`config.mk`:
```
export PLATFORM = sky130hd
export DESIGN_NAME = scdp_cost_cell
export DESIGN_NICKNAME = d
export VERILOG_FILES = /design/src/sv/scdp_pkg.sv /design/src/sv/scdp_cost_cell.sv
export SDC_FILE = /design/constraint.sdc
export NUM_CORES = 1
export LEC_CHECK = 0
export ABC_AREA = 1
export BUFFER_PORTS_ARGS = -buffer_cell sky130_fd_sc_hd__buf_2
export CAP_MARGIN = 20
export CORE_MARGIN = 2
export CORE_UTILIZATION = 56
export DETAILED_ROUTE_END_ITERATION = 10
export PLACE_DENSITY = 0.88
export SYNTH_ARGS = -nofsm -noshare
export SYNTH_HDL_FRONTEND = slang
export SYNTH_SLANG_ARGS = --single-unit
```
`constraint.sdc`:
```
create_clock -name vclk -period 12.2
set_input_delay 3.66 -clock vclk [all_inputs]
set_output_delay 3.66 -clock vclk [all_outputs]
set_load 0.02 [all_outputs]
```
`src/sv/scdp_pkg.sv`:
```
package scdp_pkg;

	localparam int MAX_WIDTH  = 1024;
	localparam int MAX_HEIGHT = 1024;
	localparam int COL_W      = $clog2(MAX_WIDTH);
	localparam int ROW_W      = $clog2(MAX_HEIGHT);
	localparam int CFG_W      = 11;
	localparam int CFG_IDX_W  = 1;
	localparam int ENERGY_W   = 8;
	localparam int COST_W     = 18;
	localparam int STEP_W     = 2;
	localparam int OUT_COL_W  = 10;
	localparam int OUT_DATA_W = 40;

	localparam logic [COST_W-1:0] COST_MAX = '1;

	localparam logic [CFG_IDX_W-1:0] REG_ROW_WIDTH = 1'd0;
	localparam logic [CFG_IDX_W-1:0] REG_ROW_COUNT = 1'd1;

	localparam logic signed [STEP_W-1:0] STEP_LEFT   = -2'sd1;
	localparam logic signed [STEP_W-1:0] STEP_CENTRE = 2'sd0;
	localparam logic signed [STEP_W-1:0] STEP_RIGHT  = 2'sd1;

	typedef struct packed {
		logic first_row;
		logic has_left;
		logic has_right;
	} cell_ctl_t;

	typedef struct packed {
		logic [COST_W-1:0]        cost;
		logic signed [STEP_W-1:0] step;
	} cell_res_t;

endpackage

```
`src/sv/scdp_cost_cell.sv`:
```
module scdp_cost_cell (
	input  logic [scdp_pkg::ENERGY_W-1:0] energy,
	input  scdp_pkg::cell_ctl_t           ctl,
	input  logic [scdp_pkg::COST_W-1:0]   up_l,
	input  logic [scdp_pkg::COST_W-1:0]   up_c,
	input  logic [scdp_pkg::COST_W-1:0]   up_r,
	output scdp_pkg::cell_res_t           res
);

	// one extra bit so an outside column is above any stored cost
	logic [scdp_pkg::COST_W:0] a, b, c, m;
	logic [scdp_pkg::COST_W:0] sum;
	logic signed [scdp_pkg::STEP_W-1:0] step;

	always_comb begin
		a = ctl.has_left  ? {1'b0, up_l} : {1'b1, {scdp_pkg::COST_W{1'b0}}};
		b = {1'b0, up_c};
		c = ctl.has_right ? {1'b0, up_r} : {1'b1, {scdp_pkg::COST_W{1'b0}}};
		if (a < b) begin
			if (a < c) begin
				m = a;
				step = scdp_pkg::STEP_LEFT;
			end else begin
				m = c;
				step = scdp_pkg::STEP_RIGHT;
			end
		end else begin
			if (b < c) begin
				m = b;
				step = scdp_pkg::STEP_CENTRE;
			end else begin
				m = c;
				step = scdp_pkg::STEP_RIGHT;
			end
		end
		sum = m + {{(scdp_pkg::COST_W + 1 - scdp_pkg::ENERGY_W){1'b0}}, energy};
		if (ctl.first_row) begin
			res.cost = {{(scdp_pkg::COST_W - scdp_pkg::ENERGY_W){1'b0}}, energy};
			res.step = scdp_pkg::STEP_CENTRE;
		end else begin
			res.cost = sum[scdp_pkg::COST_W] ? scdp_pkg::COST_MAX
				: sum[scdp_pkg::COST_W-1:0];
			res.step = step;
		end
	end

endmodule

```
==> Yosys cells after proc, flatten, opt, wreduce, memory -nomap -nowiden <==
Index checks and enable logic that the tools add are counted.
{ "word_totals": {"register_bits": 0, "latchBits": 0, "mem_bits_rw": 0, "mem_bits_ro": 0, "input_bits": 65, "out_inout_bits": 20, "elab_cells": 14, "n_memories": 0} }
{ "op_classes": {"addsub": 1, "multipliers": 0, "div_mod_pow": 0, "order_cmp": 3, "n_eq_ne": 0, "shift": 0, "mux": 10, "bitwise": 0, "reduce_logical": 0} }
{ "op_table": {"columns": ["cell", "count"], "rows": [
  ["19-bit two-way mux", 5],
  ["20-bit two-way mux", 1],
  ["19-bit by 8-bit adder with 19-bit output", 1],
  ["18-bit by 19-bit less-than comparator with 1-bit output", 1],
  ["19-bit by 18-bit less-than comparator with 1-bit output", 1],
  ["19-bit less-than comparator", 1],
  ["18-bit two-way mux", 1],
  ["2-bit two-way mux", 2],
  ["1-bit two-way mux", 1]
]} }

==> Logic depth before layout (Yosys ltp) <==
Gate-level depths: netlist of run 1.
{ "depth": {"depth_word": 7, "ltp_mapped": 36, "mapped_depth_nobuf": 32} }

==> Worst setup path after synthesis of run 1 <==
No wires, ideal clock.
{ "synth_timing": {"path_type": "input to output", "start": "input ctl[0] (netlist name)", "end": "output res[15] (netlist name)", "t_arrival_ps": 8224, "required_ps": 8540, "slack_ps": 316, "stages": 33, "path_cell_list": "buf_4 > clkbuf_1 > nand2_1 > ha_1 > nand2_1 > inv_1 > o21ai_0 > a21oi_1 > nor2_1 > nand3_2 > buf_6 > inv_1 > clkbuf_1 > nand2_1 > o21ai_0 > o21ai_0 > inv_1 > ha_1 > inv_1 > fa_1 > or2_2 > o21ai_1 > nand2_1 > nand2_1 > a21oi_1 > o21ai_0 > nand3_1 > nor2_2 > nand3_2 > nor2_4 > nor2_4 > buf_6 > a21oi_2"} }
{ "synth_lines": {"columns": ["item", "line_no", "text"], "rows": [
  ["start: declaration", "scdp_cost_cell.sv:3", "input scdp_pkg::cell_ctl_t ctl,"],
  ["end: declaration", "scdp_cost_cell.sv:7", "output scdp_pkg::cell_res_t res"]
]} }

==> results of run 1 <==
## tightest hold or removal path, cell delays in order
cell     delay (ns)
buf_2          0.09
o21ai_0        0.07
inv_1          0.05
buf_2          0.15
## repair_timing
action                                  4_1_cts  5_1_grt
setup buffers                                 0        1
endpoints found under the setup margin        0       18
gates resized for setup                       0        8
## cell usage after synthesis, types with 5 or more instances
master,n
ha_1,55
clkbuf_1,6
inv_1,82
o21ai_0,35
nor2_4,5
nand2_2,8
nand3_1,28
nor2_1,33
a21oi_1,36
nor2_2,5
or2_2,6
nand2_1,160
o21ai_2,5
buf_6,5
nand3_2,8
xor2_1,8
## where the power goes
part	internal (mW)	switching, mW	total, mW
logic	0.0749	0.124	0.199
registers	0	0	0
clock network	0	0	0
## worst max-delay path by stage
stage                 from       to  cells past startpoint
floorplan           ctl[0]  res[15]                     33
global placement    ctl[0]   res[4]                     29
detailed placement  ctl[0]   res[2]                     32
CTS                 ctl[0]   res[2]                     32
global route        ctl[1]  res[17]                     35
finish              ctl[1]   res[5]                     29
## through the flow
stage / setup TNS [ns] / utilization [%]
detailed placement: 0 / 67.6
CTS: 0 / 67.6
finish: 0 / 68.1
global placement: 0 / 67.6
floorplan: 0 / -
global route: -0.0103 / 68.1
## metal layers
metal / up-vias / part of all wire (%) / track usage (%)
met5: - / 0 / 0
met4: 0 / 1.2 / 3.57
met3: 10 / 6.2 / 0.471
met2: 140 / 46 / 48.7
met1: 1562 / 46 / 36.0
li1: 1868 / - / -
## cell families after synthesis
logic type | Yosys count | synth area share [%]
xor+xnor | 11 | 3.20
buf+inv | 104 | 14.6
compound gates | 96 | 18.3
fa+ha+maj | 56 | 23.5
simple gates | 265 | 40.3
## placed cells by master (no fill, tap or decap), types with 2 or more instances in the layout
master,count
or2_2,6
nand2_1,160
a31oi_1,2
nand4_1,4
inv_1,82
buf_2,82
o21bai_1,3
nand3_2,8
o21ai_0,34
inv_2,2
nor2_4,5
a211oi_1,2
nor2_2,5
nand2_2,8
a21oi_2,4
a21oi_1,36
nand3_1,28
nand2_4,3
ha_1,55
nor2_1,33
o22ai_1,3
xnor2_1,3
xor2_1,8
clkinv_1,4
nor3_1,3
o21ai_2,6
buf_4,11
o21a_1,2
a21o_1,2
## cell type report
type                       count  share of cell area (%)
multi-input combinational    428                    73.5
inverter                      89                    9.62
tap                           70                    2.50
timing repair buffer          94                    14.4
==> metrics.txt, run 1 <==
final hold viol count=0; Final Wtd Congestion=0.954; grt total ovfl=0; leakage power=2.17 nW; Worst Hold Slack=7.67 ns; # rows=26; Die Wd=77.3 um; Pwr Total=just under 200 uW; Max Clock Freq=85.1 MHz; Setup crit end kind=output port; hold depth=4; post-route ant nets=0; Area after DPL=~3500 sq um; synth top area cells=ha_1 23%, nand2_1 20%, inv_1 10%; setup slack at placement=0.231 ns; initial drt markers=~230; starting density of the core=about three fifths; hold worst-path end=res[4]; crit-path max FO=18; DRC=0; max cap viols=0; pin count of the biggest net entering global routing=24; pwr/cell area=56.9 nW/um^2; diodes inserted=0; Final period util=96.4%; Filler cells=490; final net count=734; dominant cell type by area after synthesis=ha_1; GRT Util Overall=a little over a quarter; clock buf count=0; detailed placer's ending HPWL=7.02 mm; fin cells=681; Initial DRT Pass Iterations=5; worst path arrival time=8.10 ns; status=complete, no violations; area occupied by multi-input gates=2570 sq um; crit-path max cell delay=around 0.42 ns; slowest CP cell=fa_1; routed via count=3,580; initial antenna violation count=0; overall routed net length=between 8 and 9 mm; Slew HR=70.6%; drt wl/cell=12.2 um; Core ar.=between 5000 and 6000 sq um; VDD IR max=0.0293 mV; Via density=5.26; area of the die=5970 sq um; Setup crit start kind=input pin; first-pass GRT wire length=13.7 mm; Mapped Nets=653; Post-Layout Inst Area=3500 sq um; CP delay by family, top=simple AND/OR/NAND/NOR gates; Post-Syn Instances=~530; Netlist Area Pre-Place=3010 sq um; sequential-to-total area share from yosys stat=0%; most frequent CP cell=nand2_1; layout cells sized above 1=23.6%; Final Critical Period=11.76 ns; worst hold path class=input pin to output port; Avg Cell Area, Syn=roughly 5.7 sq um; DIE HEIGHT=77.3 um; max-slew violation count=0; Worst EP required=between 8 and 9 ns; Worst-Margin Slew=about 0.44 ns; CP bufs+invs=6; placed cells=about 700; hold_sp=energy[2]; final setup margin=approximately 0.44 ns; port bufs=85; Yosys Warn Count=0; post-synth cell types=37; final setup fails=0; cts hold-fix bufs=0; vias in the first global route=3,183; sequential cell count=0; crit path kind=input pin to output port; top cell type's share of synthesized area=22.9%; I/O pin count=85; FF/Latch Area=0 sq um; area grow syn2layout=16.3%
No activity file was read; power rests on OpenSTA's default activity.
==> run 2: changes to the inputs <==
Settings changed: BUFFER_PORTS_ARGS -buffer_cell sky130_fd_sc_hd__buf_2 to unset, CORE_UTILIZATION 56 to 65, DONT_BUFFER_PORTS set to 1, PLACE_DENSITY 0.88 to 0.84.
==> run 2 against run 1 <==
Against the previous run: wire length down 6.5%; worst setup slack better by 0.011 ns; global-route usage up 3.2 points; sequential share of layout area did not move; via count is 7.5% lower; clock-buffer cell count stayed put; critical endpoint is now res[2]; largest power group unchanged.
==> metrics.txt, run 2 (synthesis gave the netlist of run 1 again) <==
# rows=24; hold_sp=ctl[2]; Filler cells=roughly 420; slowest CP cell=fa_1; Final Critical Period=11.75 ns; hold worst-path end=res[18]; status=complete, no violations; initial antenna violation count=0; setup bufs post-CTS=0; final net count=642; FF/Latch Area=0 sq um; CP bufs+invs=3; Worst EP required=8.54 ns; PostCTS Resize Cnt=0; Final period util=between 90% and 100%; pin count of the biggest net entering global routing=27; GRT Util Overall=30.0%; DRC=0; final setup fails=0; first-pass GRT wire length=13.1 mm; RSZ-0062 raised after global routing=no; Final Wtd Congestion=0.894; I/O pin count=85; overall routed net length=7.75 mm; VDD IR max=between 0.015 and 0.02 mV; Max Clock Freq=approximately 85 MHz; max cap viols=0; routed via count=between 3,000 and 4,000; met2 wire len=3.59 mm; grt total ovfl=0; post-route ant nets=0; crit-path max cell delay=0.38 ns; Die Wd=72.0 um; setup slack at placement=0.382 ns; vias in the first global route=3,090; most frequent CP cell=nand2_1; Setup crit end kind=output port; hold depth=1; clock buf count=0; drt wl/cell=roughly 14 um; Core ar.=around 4400 sq um; max-slew violation count=0; detailed placer's ending HPWL=6.57 mm; pwr/cell area=56.5 nW/um^2; DR top layer=met4; placed cells=571; crit path kind=input pin to output port; sequential cell count=0; initial drt markers=148; port bufs=0; Via density=5.80; worst hold path class=input pin to output port; most common cell after layout, fill and taps aside=nand2_1; DIE HEIGHT=72.0 um; layout cells sized above 1=10.0%; final setup margin=0.454 ns; final setup TNS=0 ns; starting density of the core=68.1%; most frequent cells in the layout=160 x nand2_1, 82 x inv_1, 55 x ha_1; cts hold-fix bufs=0; crit-path max FO=26; fin cells=571; worst path arrival time=8.09 ns; diodes inserted=0; met3 wire length=~590 um; Initial DRT Pass Iterations=5; Worst-Margin Slew=0.719 ns; final hold viol count=0; Slew HR=51.7%; CP delay by family, top=simple AND/OR/NAND/NOR gates; met1 WL=3.38 mm; area grow syn2layout=-0.707%; leakage power=1.79 nW; Worst Hold Slack=~7.4 ns; area of the die=5190 sq um; Setup crit start kind=input pin
==> run 2: layout make-up <==
class	instances	area [sq um]	area share [%]
inverters	89	337	11.3
multi-input cells	428	2570	86.0
well taps	52	65.1	2.18
repair buffers	2	15.0	0.503
==> run 2: metrics by stage <==
stage	total power [mW]	utilization, %	area [sq um]
floorplan	0.144	-	3010
global placement	0.162	67.6	2980
detailed placement	0.167	67.6	2980
CTS	0.167	67.6	2980
global route	0.192	67.7	2990
finish	0.169	67.7	2990
==> run 2: report_power, final <==
part           internal (mW)  switching, mW
Sequential                 0              0
Clock                      0              0
Combinational         0.0576          0.111
==> run 2: routing by layer <==
layer | global-route usage (%) | up-vias
li1 | - | 1687
met5 | 0 | -
met2 | 53.3 | 154
met1 | 40.3 | 1448
met4 | 5.87 | 0
met3 | 1.53 | 23
==> run 2: how the worst max path moves through the flow <==
stage | from | end | slack, ns | cells after the start
5_1_grt | ctl[0] | res[4] | 0.003 | 30
3_5_place_dp | up_r[14] | res[17] | 0.38 | 29
6_report | ctl[0] | res[2] | 0.45 | 30
4_1_cts | ctl[0] | res[17] | 0.38 | 30
3_3_place_gp | ctl[0] | res[17] | 0.55 | 30
2_1_floorplan | ctl[0] | res[15] | 0.32 | 33
==> run 3: changes to the inputs <==
Settings changed: ABC_AREA 1 to 0.
==> run 3 against run 2 <==
Against the previous run: hold slack worse by 0.011 ns; non-clock buffer count up 15; worst setup slack worse by 0.10 ns; utilization up 5.4 points; critical path type unchanged; largest power group unchanged; critical endpoint is now res[7]; critical path depth fell by 7.
==> metrics.txt, run 3 <==
vias in the first global route=~2,800; Avg Cell Area, Syn=about 7.0 sq um; Netlist Area Pre-Place=roughly 2700 sq um; area occupied by multi-input gates=2660 sq um; crit-path max cell delay=0.56 ns; layout cells sized above 1=around 13%; crit path kind=input pin to output port; Critical path destination=res[7]; final setup TNS=0 ns; sw frac=between 50% and 60%; top cells by count, synth=55 x ha_1, 46 x nor2_1, 40 x nand2_1, 30 x a21oi_1, 23 x inv_1; area of the die=4730 sq um; largest family of logic cells by synthesized area=compound AO/OA/AOI/OAI gates; Mapped Nets=just over 500; leakage power=1.31 nW; Worst EP required=roughly 8.5 ns; final net count=slightly above 500; drt wl/cell=~18 um; Slew HR=58.9%; fin cells=446; top cell type's share of synthesized area=25.2%; # rows=23; diodes inserted=0; crit-path max FO=8; area grow syn2layout=8.03%; post-route ant nets=0; RSZ-0062 raised after global routing=no; placed cells=442; FF/Latch Area=0 sq um; setup slack at placement=0.0180 ns; post-synthesis adder-cell area fraction=26.0%; detailed placer's ending HPWL=6.51 mm; Max Clock Freq=84.4 MHz; combinational share of power=between 90% and 100%; I/O pin count=85; Final Wtd Congestion=0.929; CP bufs+invs=2; final setup fails=0; routed via count=3,075; slowest CP cell=o41a_4; synth top area cells=ha_1 25%, nor2_1 6.3%, a21oi_1 5.5%; status=complete, no violations; Sequential Power Share=0%; Setup crit end kind=output port; internal power=~74 uW; CP delay by family, top=compound AO/OA/AOI/OAI gates; dominant cell type by area after synthesis=ha_1; Core ar.=4030 sq um; Synth Area in Compound Gates=between 30% and 40%; mux contribution to synthesized area=approximately 1.5%; most common cell after layout, fill and taps aside=ha_1; grt total ovfl=0; Initial DRT Pass Iterations=5; port bufs=0; worst path arrival time=8.19 ns; crit path cell chain=and2_1, ha_1, nand4_1, nor2_1, nand2_1, a311oi_4, nor2_1, nor2_2, nor2_1, a221oi_1, ha_1, inv_1, fa_1, nor2b_1, o21ai_0, nand2b_1, and2_1, o21ai_0, a21boi_2, nand3_2, o41a_4, a2bb2oi_1, buf_4; pwr/cell area=61.0 nW/um^2; worst hold path class=input pin to output port; initial antenna violation count=0; Final Critical Period=11.85 ns; max cap viols=0; Final period util=97.1%; clock buf count=0; Clk network pwr share=0%; Die Wd=68.8 um; cts hold-fix bufs=0; max-slew violation count=0; Post-Syn Instances=391; final hold viol count=0; most frequent cells in the layout=55 x ha_1, 45 x nor2_1, 40 x nand2_1; Worst-Margin Slew=0.599 ns; starting density of the core=about two thirds; WP depth=23; post-synthesis xor/xnor area fraction=3.85%; pin count of the biggest net entering global routing=29; overall routed net length=8.12 mm; most common cell in the synthesized netlist=ha_1; final setup margin=between 0.3 and 0.4 ns; CP startpoint=up_l[13]; DRC=0; GRT Util Overall=about a third; Filler cells=between 300 and 400; Yosys Warn Count=0; DIE HEIGHT=about 69 um; sequential cell count=0; Setup crit start kind=input pin; simple-gate share of the synthesized area=28.0%; P_sw=106 uW; sequential-to-total area share from yosys stat=0%; Via density=6.89; VDD IR max=0.0444 mV; first-pass GRT wire length=12.1 mm; initial drt markers=292; post-synth cell types=60; most frequent CP cell=nor2_1
run 3: changes by cell type in the layout (fill, tap and decap cells not counted), moves of 7 or more:
cell     previous run  this run
and2_1              1        16
nand2_1           160        40
buf_4               2        17
nand3_2             8         1
nand3_1            28         4
o21ai_0            34        17
nor2_1             32        45
inv_1              82        23
run 3: worst min-delay path by stage:
stage | start | end | slack [ns] | cells after the start
after CTS | ctl[2] | res[10] | 7.37 | 1
after global routing | ctl[2] | res[17] | 7.35 | 1
after detailed placement | ctl[2] | res[10] | 7.37 | 1
after floorplan | energy[6] | res[8] | 7.47 | 1
after global placement | ctl[2] | res[10] | 7.37 | 1
final | ctl[2] | res[17] | 7.35 | 1
run 3: what timing repair did:
| action | in CTS | in global routing |
|---|---|---|
| gates resized for setup | 0 | 13 |
| setup endpoints to repair | 0 | 18 |
| setup buffers | 0 | 3 |
| hold endpoints to repair | 0 | 0 |
run 3: routing by layer:
metal	track usage, %	vias to the layer above	wire (um)
met2	60.0	165	3940
met1	39.5	1407	3290
li1	-	1491	-
met3	4.87	12	726
met4	9.07	0	167
met5	0	-	0
run 3: area by class of cell:
cell class	instances	share of cell area [%]
Inverter	25	3.19
Tap cell	50	2.12
Multi-Input combinational cell	354	90.4
Timing Repair Buffer	17	4.33
run 3: power by group through the flow:
stage | sequential (mW) | clock (mW) | combinational [mW]
floorplan | 0 | 0 | 0.135
global placement | 0 | 0 | 0.162
finish | 0 | 0 | 0.180
global route | 0 | 0 | 0.196
detailed placement | 0 | 0 | 0.167
CTS | 0 | 0 | 0.167
run 3: stage by stage:
stage	utilization (%)	power (mW)	hold slack, ns	cell area [sq um]
2_1_floorplan	-	0.135	7.47	2740
3_3_place_gp	70.2	0.162	7.37	2830
3_5_place_dp	70.2	0.167	7.37	2830
4_1_cts	70.2	0.167	7.37	2830
5_1_grt	73.1	0.196	7.35	2950
6_report	73.1	0.180	7.35	2950
run 3: kinds of logic after synthesis:
kind of cell,after synthesis
XOR/XNOR,12
AND/OR/NAND/NOR,154
AO/OA/AOI/OAI,127
multiplexers,4
adder cells (fa/ha/maj),56
buffers and inverters,38
